<file path="src/hw/rtl/lrc_pkg.sv">
`timescale 1ns / 1ps
`default_nettype none
package lrc_pkg;

  localparam int COORD_BITS_DEF = 32;
  localparam int CFG_IDX_BITS   = 4;
  localparam int NEAR_ZERO_LSB  = 16;
  localparam int DIV_STEPS      = 4;

  localparam logic [CFG_IDX_BITS-1:0] REG_CLIP_LEFT   = CFG_IDX_BITS'(0);
  localparam logic [CFG_IDX_BITS-1:0] REG_CLIP_TOP    = CFG_IDX_BITS'(1);
  localparam logic [CFG_IDX_BITS-1:0] REG_CLIP_RIGHT  = CFG_IDX_BITS'(2);
  localparam logic [CFG_IDX_BITS-1:0] REG_CLIP_BOTTOM = CFG_IDX_BITS'(3);

endpackage
`default_nettype wire

</file>
<file path="src/hw/rtl/lrc_out_if.sv">
`timescale 1ns / 1ps
`default_nettype none
interface lrc_out_if #(
  parameter int COORD_BITS = lrc_pkg::COORD_BITS_DEF
);
  logic                         valid;
  logic                         ready;
  logic signed [COORD_BITS-1:0] seg_from_x;
  logic signed [COORD_BITS-1:0] seg_from_y;
  logic signed [COORD_BITS-1:0] seg_to_x;
  logic signed [COORD_BITS-1:0] seg_to_y;
  logic                         last_segment;
  logic                         fully_clipped;

  modport source(output valid, seg_from_x, seg_from_y, seg_to_x, seg_to_y,
                 last_segment, fully_clipped, input ready);
  modport sink(input valid, seg_from_x, seg_from_y, seg_to_x, seg_to_y,
               last_segment, fully_clipped, output ready);
endinterface
`default_nettype wire

</file>
<file path="src/hw/rtl/lrc_emit.sv">
`timescale 1ns / 1ps
`default_nettype none
module lrc_emit #(
  parameter int COORD_BITS = lrc_pkg::COORD_BITS_DEF
) (
  input  wire logic                         clk,
  input  wire logic                         rst,
  input  wire logic                         pvalid,
  output logic                              take,
  input  wire logic signed [COORD_BITS-1:0] px0,
  input  wire logic signed [COORD_BITS-1:0] py0,
  input  wire logic signed [COORD_BITS-1:0] px1,
  input  wire logic signed [COORD_BITS-1:0] py1,
  input  wire logic signed [COORD_BITS-1:0] s_top,
  input  wire logic signed [COORD_BITS-1:0] s_bottom,
  input  wire logic signed [COORD_BITS-1:0] s_left,
  input  wire logic signed [COORD_BITS-1:0] s_right,
  input  wire logic signed [COORD_BITS-1:0] clip_left,
  input  wire logic signed [COORD_BITS-1:0] clip_top,
  input  wire logic signed [COORD_BITS-1:0] clip_right,
  input  wire logic signed [COORD_BITS-1:0] clip_bottom,
  lrc_out_if.source                         seg_out
);
  localparam int W = COORD_BITS;

  logic signed [W-1:0] px [2], py [2], tx [2], ty [2];
  logic signed [W-1:0] rx [4], ry [4], ax [4], ay [4];
  logic                ylo, yhi, xlo, xhi, clipped, reverse, lclip, rclip;
  logic [2:0]          k;
  logic [1:0]          a_lines, idx;
  logic signed [W-1:0] e;

  always_comb begin
    px[0] = px0; px[1] = px1; py[0] = py0; py[1] = py1;
    ylo = !(py0 < py1);
    yhi = !ylo;
    clipped = (py[yhi] <= clip_top) || (py[ylo] >= clip_bottom);
    tx = px;
    ty = py;
    if (py[ylo] < clip_top) begin
      tx[ylo] = s_top;
      ty[ylo] = clip_top;
    end
    if (ty[yhi] > clip_bottom) begin
      tx[yhi] = s_bottom;
      ty[yhi] = clip_bottom;
    end
    xlo = !(px0 < px1);
    xhi = !xlo;
    lclip = tx[xlo] < clip_left;
    rclip = tx[xhi] > clip_right;
    for (int j = 0; j < 4; j++) begin
      rx[j] = '0;
      ry[j] = '0;
    end
    k = '0;
    reverse = 1'b0;
    e = (tx[xhi] <= clip_left) ? clip_left : clip_right;
    if (tx[xhi] <= clip_left || tx[xlo] >= clip_right) begin
      rx[0] = e; ry[0] = ty[0];
      rx[1] = e; ry[1] = ty[1];
      k = 3'd2;
    end else begin
      reverse = !xhi;
      if (lclip) begin
        rx[k[1:0]] = clip_left; ry[k[1:0]] = ty[xlo]; k = k + 3'd1;
        rx[k[1:0]] = clip_left; ry[k[1:0]] = s_left;  k = k + 3'd1;
      end else begin
        rx[k[1:0]] = tx[xlo];   ry[k[1:0]] = ty[xlo]; k = k + 3'd1;
      end
      if (rclip) begin
        rx[k[1:0]] = clip_right; ry[k[1:0]] = s_right; k = k + 3'd1;
        rx[k[1:0]] = clip_right; ry[k[1:0]] = ty[xhi]; k = k + 3'd1;
      end else begin
        rx[k[1:0]] = tx[xhi];    ry[k[1:0]] = ty[xhi]; k = k + 3'd1;
      end
    end
    a_lines = 2'(k - 3'd1);
    for (int j = 0; j < 4; j++) begin
      idx = reverse ? 2'(a_lines - 2'(j)) : 2'(j);
      ax[j] = clipped ? '0 : rx[idx];
      ay[j] = clipped ? '0 : ry[idx];
    end
    if (clipped) begin
      a_lines = 2'd1;
    end
  end

  logic signed [W-1:0] ix [4], iy [4];
  logic [1:0]          lines, s;
  logic                busy, iclip, slot_free, last_now;

  assign slot_free = !seg_out.valid || seg_out.ready;
  assign last_now  = (s == 2'(lines - 2'd1));
  assign take      = pvalid && (!busy || (slot_free && last_now));

  always_ff @(posedge clk) begin
    if (rst) begin
      busy          <= 1'b0;
      seg_out.valid <= 1'b0;
      s             <= '0;
    end else begin
      if (slot_free) begin
        if (busy) begin
          seg_out.valid <= 1'b1;
          if (last_now) begin
            busy <= 1'b0;
          end else begin
            s <= s + 2'd1;
          end
        end else begin
          seg_out.valid <= 1'b0;
        end
      end
      if (take) begin
        busy <= 1'b1;
        s    <= '0;
      end
    end
  end

  always_ff @(posedge clk) begin
    if (slot_free && busy) begin
      seg_out.seg_from_x    <= ix[s];
      seg_out.seg_from_y    <= iy[s];
      seg_out.seg_to_x      <= ix[2'(s + 2'd1)];
      seg_out.seg_to_y      <= iy[2'(s + 2'd1)];
      seg_out.last_segment  <= last_now;
      seg_out.fully_clipped <= iclip;
    end
    if (take) begin
      ix    <= ax;
      iy    <= ay;
      lines <= a_lines;
      iclip <= clipped;
    end
  end
endmodule
`default_nettype wire

</file>
<file path="src/flat_wrapper.sv">
// flat-port wrapper written by rule: the top's interface ports become plain ports
module lrc_emit_flat 
#(
  parameter int COORD_BITS = lrc_pkg::COORD_BITS_DEF
)
  (clk, rst, pvalid, take, px0, py0, px1, py1, s_top, s_bottom, s_left, s_right, clip_left, clip_top, clip_right, clip_bottom, seg_out_valid, seg_out_seg_from_x, seg_out_seg_from_y, seg_out_seg_to_x, seg_out_seg_to_y, seg_out_last_segment, seg_out_fully_clipped, seg_out_ready);
  lrc_out_if #(.COORD_BITS(COORD_BITS)) seg_out_i ();
  input  wire logic clk;
  input  wire logic rst;
  input  wire logic pvalid;
  output logic take;
  input  wire logic signed [COORD_BITS-1:0] px0;
  input  wire logic signed [COORD_BITS-1:0] py0;
  input  wire logic signed [COORD_BITS-1:0] px1;
  input  wire logic signed [COORD_BITS-1:0] py1;
  input  wire logic signed [COORD_BITS-1:0] s_top;
  input  wire logic signed [COORD_BITS-1:0] s_bottom;
  input  wire logic signed [COORD_BITS-1:0] s_left;
  input  wire logic signed [COORD_BITS-1:0] s_right;
  input  wire logic signed [COORD_BITS-1:0] clip_left;
  input  wire logic signed [COORD_BITS-1:0] clip_top;
  input  wire logic signed [COORD_BITS-1:0] clip_right;
  input  wire logic signed [COORD_BITS-1:0] clip_bottom;
  output wire logic [$bits(seg_out_i.valid)-1:0] seg_out_valid;
  output wire logic [$bits(seg_out_i.seg_from_x)-1:0] seg_out_seg_from_x;
  output wire logic [$bits(seg_out_i.seg_from_y)-1:0] seg_out_seg_from_y;
  output wire logic [$bits(seg_out_i.seg_to_x)-1:0] seg_out_seg_to_x;
  output wire logic [$bits(seg_out_i.seg_to_y)-1:0] seg_out_seg_to_y;
  output wire logic [$bits(seg_out_i.last_segment)-1:0] seg_out_last_segment;
  output wire logic [$bits(seg_out_i.fully_clipped)-1:0] seg_out_fully_clipped;
  input wire logic [$bits(seg_out_i.ready)-1:0] seg_out_ready;
  assign seg_out_valid = seg_out_i.valid;
  assign seg_out_seg_from_x = seg_out_i.seg_from_x;
  assign seg_out_seg_from_y = seg_out_i.seg_from_y;
  assign seg_out_seg_to_x = seg_out_i.seg_to_x;
  assign seg_out_seg_to_y = seg_out_i.seg_to_y;
  assign seg_out_last_segment = seg_out_i.last_segment;
  assign seg_out_fully_clipped = seg_out_i.fully_clipped;
  assign seg_out_i.ready = seg_out_ready;
  lrc_emit #(.COORD_BITS(COORD_BITS)) u_core (.clk(clk), .rst(rst), .pvalid(pvalid), .take(take), .px0(px0), .py0(py0), .px1(px1), .py1(py1), .s_top(s_top), .s_bottom(s_bottom), .s_left(s_left), .s_right(s_right), .clip_left(clip_left), .clip_top(clip_top), .clip_right(clip_right), .clip_bottom(clip_bottom), .seg_out(seg_out_i));
endmodule
</file>
<file path="config.mk">
export PLATFORM = sky130hd
export DESIGN_NAME = lrc_emit_flat
export DESIGN_NICKNAME = d
export VERILOG_FILES = /design/src/hw/rtl/lrc_pkg.sv /design/src/hw/rtl/lrc_out_if.sv /design/src/hw/rtl/lrc_emit.sv /design/src/flat_wrapper.sv
export SDC_FILE = /design/constraint.sdc
export NUM_CORES = 2
export LEC_CHECK = 0
export BUFFER_PORTS_ARGS = -buffer_cell sky130_fd_sc_hd__buf_4
export CAP_MARGIN = 15
export CELL_PAD_IN_SITES_DETAIL_PLACEMENT = 1
export CELL_PAD_IN_SITES_GLOBAL_PLACEMENT = 2
export CORE_MARGIN = 2
export CORE_UTILIZATION = 37
export DETAILED_ROUTE_END_ITERATION = 8
export PLACE_DENSITY_LB_ADDON = 0.1
export SYNTH_ARGS = -nofsm -noshare
export SYNTH_HDL_FRONTEND = slang
export SYNTH_SLANG_ARGS = --single-unit
</file>
<file path="constraint.sdc">
create_clock -name clk -period 32.7 [get_ports clk]
set_input_delay 3.27 -clock clk [delete_from_list [all_inputs] [get_ports clk]]
set_output_delay 3.27 -clock clk [all_outputs]
set_load 0.02 [all_outputs]
</file>
* Word-level counts from Yosys, hierarchy flattened *
Index checks and enable logic that the tools add are counted.

storage, ports and cells
  register bits after elaboration = 393
  latch bits = 0
  bits in writable memories = 0
  bits in read-only memories = 0
  bits of input ports = 388
  output and inout bits = 132
  word-level logic and storage cells = 192
  memories kept = 0

cells by class
  $add $sub $neg = 8
  $mul = 0
  divide/modulo/power cells = 0
  magnitude comparators = 26
  equality and inequality tests = 1
  shifts and indexed selects = 0
  mux-type cells = 107
  bitwise gates (word level) = 13
  reductions and logical operators = 18

operators with widths
  operator               count
  $mux W32               57
  $bmux W32 S2           12
  $bwmux W128            6
  $mux W64               8
  $bwmux W64             4
  $mux W128              2
  $demux W32 S2          2
  $lt A32 B32 Y1         4
  $demux W32 S1          2
  $ge A32 B32 Y1         2
  $gt A32 B32 Y1         2
  $le A32 B32 Y1         2
  $ge A3 B3 Y1 const B   8
  $not A2 Y3             8
  $mux W2                8
  $ge A2 B2 Y1 const B   4
  $not A1 Y2             4
  $logic_and A1 B1 Y1    7
  $add A2 B1 Y2 const B  3
  $lt A3 B1 Y1 const B   2
  $mux W1                6
  $sub A2 B1 Y2 const B  3
  $logic_not A1 Y1       4
  $logic_or A1 B1 Y1     4
  other kinds (7)        9

* Longest topological paths before layout *
  depth in word-level cells = 32
  gate-level depth with buffers = 43
  depth with buffers taken out = 35

* Worst setup path after synthesis *
Ideal clock, no wire load.

  path type = input port to output port
  start = input seg_out_ready
  end = output take
  data arrival time = 22.632 ns
  data required time = 29.430 ns
  path slack = 6.798 ns
  stages = 3
  path buffers = 0
  cell sequence = nand2b_1 -> nand2_1 -> a21boi_0

on the way
  longest elaborated chain between the ends = 4

ends and longest elaborated chain
  item                 line                text
  start, declared      flat_wrapper.sv:31  input wire logic [$bits(seg_out_i.ready)-1:0] seg_out_ready;
  $logic_or A1 B1 Y1   lrc_emit.sv:93      assign slot_free = !seg_out.valid || seg_out.ready;
  $logic_and A1 B1 Y1  lrc_emit.sv:95      assign take = pvalid && (!busy || (slot_free && last_now));
  $logic_or A1 B1 Y1   lrc_emit.sv:95
  $logic_and A1 B1 Y1  lrc_emit.sv:95
  end, declared        flat_wrapper.sv:11  output logic take;

No other way between the ends.

* Worst setup path after layout *
  start = input py1[2]
  end = register u_core.iy[60] (netlist bit) (data pin)

on the way
  longest elaborated chain between the ends = 32
  elaborated cells between the ends (all ways) = 88
  classes of those cells = add/sub: 4; order compare: 17; mux: 55; bitwise: 5; reduce/logical: 7

ends and longest elaborated chain
  item                                                                     line                text
  start, declared                                                          flat_wrapper.sv:15  input wire logic signed [COORD_BITS-1:0] py1;
  parallel branches: the longest is 32 deep, another holds $lt A32 B32 Y1  --
  end signal, assigned                                                     lrc_emit.sv:133     iy <= ay;
  end, declared                                                            lrc_emit.sv:89      logic signed [W-1:0] ix [4], iy [4];

Parallel ways; which one is timed is not known. The select of a mux whose other input is x is not followed.
A chain may end at the register's enable or synchronous reset.

==> results.toml <==
[logic_synthesis]
synth_nets = 4141
ys_warn_count = 0
yosysMostFrequentCell = "edfxtp_1"
synthAdderAreaFrac = 0.116
yosys.area.top_type = "edfxtp_1"
synthSimpleGateAreaFrac = 0.105
yosys-top-cells-count = "edfxtp_1, ha_1, nand2_1"
ys_seq_elements = 393
synth_top_area_share = 0.344
synth_mux_area_frac = 0.146
synth_area_leaders = "edfxtp_1, ha_1, mux4_2, o21ai_0, mux2i_1"
synth_top_family_by_area = "compound AO/OA/AOI/OAI gates"
synthFlopType = "edfxtp_1"
syn_area_per_cell_um2 = 9.88
async_flop_share = 0
synth_cells = 3437
synth-edff-count = 389
synth-xor-area-share = 0.00103
synth_compound_area_frac = 0.234
yosysSeqAreaShare = 0.346
syn_area_um2 = 34000
synth_cell_types = 97

[setup_path]
critical-path-max-stage-delay_ns = 0.96
crit_buf_inv = 4
critical_path_required_ns = 33.01
path_max_fanout = 100
r2r_slack_ns = 28.16
critical_path.slowest_cell = "mux2i_1"
r2r-start = "u_core.s[1]$_SDFFE_PP0P_"
crit_arrival_ns = 15.91
crit_path_end_kind = "flip-flop"
critical_path_class = "input pin to flip-flop"
r2r-end = "u_core.iy[61]$_SDFFCE_PP0P_"
reg2reg_depth = 7
start_kind = "input pin"
critPathTopFamily = "compound AO/OA/AOI/OAI gates"

[sta]
slew_violations = 0
setup_violations = 0
finalCritPeriodShare = 0.477
slew_headroom = 0.141
rsz0062_at_grt = "false"
finalClockSkew_ns = 0.0268
clock.fmax_mhz = 64.1
hold_viol_final = 0
setup_tns_ns = 0
whs_ns = 0.435
setup_slack_ns = 17.11
worst_pin_slew_ns = 1.28
min_period_ns = 15.59

[floorplanning]
start_util = 0.372
die_y_um = 307
die_w_um = 307
dieArea_um2 = 94200
ios = 520
design.core.area_um2 = 91200
num_rows = 111

[global_route]
grt_max_degree = 101
grt_pass1_wl_mm = 235
antenna_found_initial = 22
grtUsageTotal = 0.341
grt_pass1_vias = 32800
overflow = 0

[clocking]
cts-resized-gates = 0
cts.sinks = 393
cts_buffers = 39
clockRootBuffer = "clkbuf_16"
postCtsSetupBuffers = 0
cts_tree = "built"
worst_setup_hold_path_clk_slew_ns = 0.06
ctsHoldBuffers = 0
insertion_delay_ns = 0.57
clk_path_buf_depth = 3
cts_max_level = 2

[place]
portBuffers = 519
hpwl_mm = 132
place_inst = 4986
place_congestion = 0.989
preCtsSetupSlack_ns = 16.37

[job]
maxCapViolations = 0

[detailed_routing]
wirelength_mm = 166
antenna_left = 0
drt_pass1_iterations = 5
vias = 33300
drt_iter0_markers = 3719
routedWlPerCell_um = 32.7
drc = 0
post_drt_via_cell_ratio = 6.55

[hold_path]
hold_end = "u_core.seg_out.fully_clipped$_DFFE_PP_"
min_path_cells = 0
min_path_type = "flip-flop to flip-flop"
min_from = "u_core.iclip$_DFFE_PP_"

[layout]
multi_input_area_um2 = 20500
final_nets = 4550
n_fill_cell = 10200
stdcell_count = 5079
layout-drive-gt1-share = 0.234
syn2layout_area_growth_pct = 19.1
regArea_um2 = 11800

[pwr]
ir_worst_vdd_mv = 0.0601
p_per_area_nw_per_um2 = 75.4
leakage_nw = 16.5

[status]
status = "completed"
## registers in the layout, summed over array words and instances (netlist names), 2 cells and up
name                       cells
u_core.seg_out.seg_to_x       32
u_core.seg_out.seg_from_x     32
u_core.s                       2
u_core.ix                    128
u_core.iy                    128
u_core.seg_out.seg_from_y     32
u_core.seg_out.seg_to_y       32
u_core.lines                   2
## placed cells by master, fill, tap and decap left out, drive strengths merged, types with 66 or more instances in the layout
master	count
buf	593
edfxtp	389
ha	316
o21ai	315
nand2	307
nor2	223
a21oi	219
inv	211
mux4	128
mux2i	124
o22ai	79
mux2	73
a22o	66
## worst max path at each step
stage,start,endpoint,slack (ns),cells after the start
after floorplan,seg_out_ready,take,6.80,3
after global placement,py1[2],u_core.ix[113]$_SDFFCE_PP0P_,16.05,35
after detailed placement,py1[2],u_core.ix[113]$_SDFFCE_PP0P_,16.37,36
after CTS,py1[2],u_core.ix[50]$_SDFFCE_PP0P_,16.87,36
after global routing,py1[2],u_core.ix[19]$_SDFFCE_PP0P_,16.59,37
final,py1[2],u_core.iy[60]$_SDFFCE_PP0P_,17.11,35
## report_power, final
part | switching, mW | internal [mW]
Combinational | 1.24 | 0.613
Clock | 0.202 | 0.261
Sequential | 0.0440 | 0.683
## layout make-up
type | count | area share
Antenna cell | 16 | 0.000990
Clock buffer | 45 | 0.0247
Clock inverter | 27 | 0.00703
Inverter | 208 | 0.0193
Multi-Input combinational cell | 2610 | 0.508
Sequential cell | 393 | 0.291
Tap cell | 1186 | 0.0367
Timing Repair Buffer | 594 | 0.112
## cell families after synthesis
| family | after synthesis |
|---|---|
| buffers and inverters | 434 |
| DFF | 393 |
| AOI/OAI and AO/OA | 1184 |
| muxes | 325 |
| and+or+nand+nor | 781 |
| adders and majority gates | 316 |
| xor gates and xnor gates | 4 |
## per-stage QoR
step	total power, mW	utilization	area (µm²)
4_1_cts	2.99	0.442	40300
3_3_place_gp	2.46	0.427	39000
5_1_grt	3.17	0.443	40400
2_1_floorplan	1.85	-	34000
6_report	3.05	0.443	40400
3_5_place_dp	2.52	0.428	39000
## layer usage
metal	vias to the layer above	GRT usage	routed length, µm
li1	14300	-	-
met1	16900	0.521	76300
met2	1892	0.489	69200
met3	193	0.0646	16900
met4	6	0.0849	3750
met5	-	0	46
(Power assumes the default switching activity.)
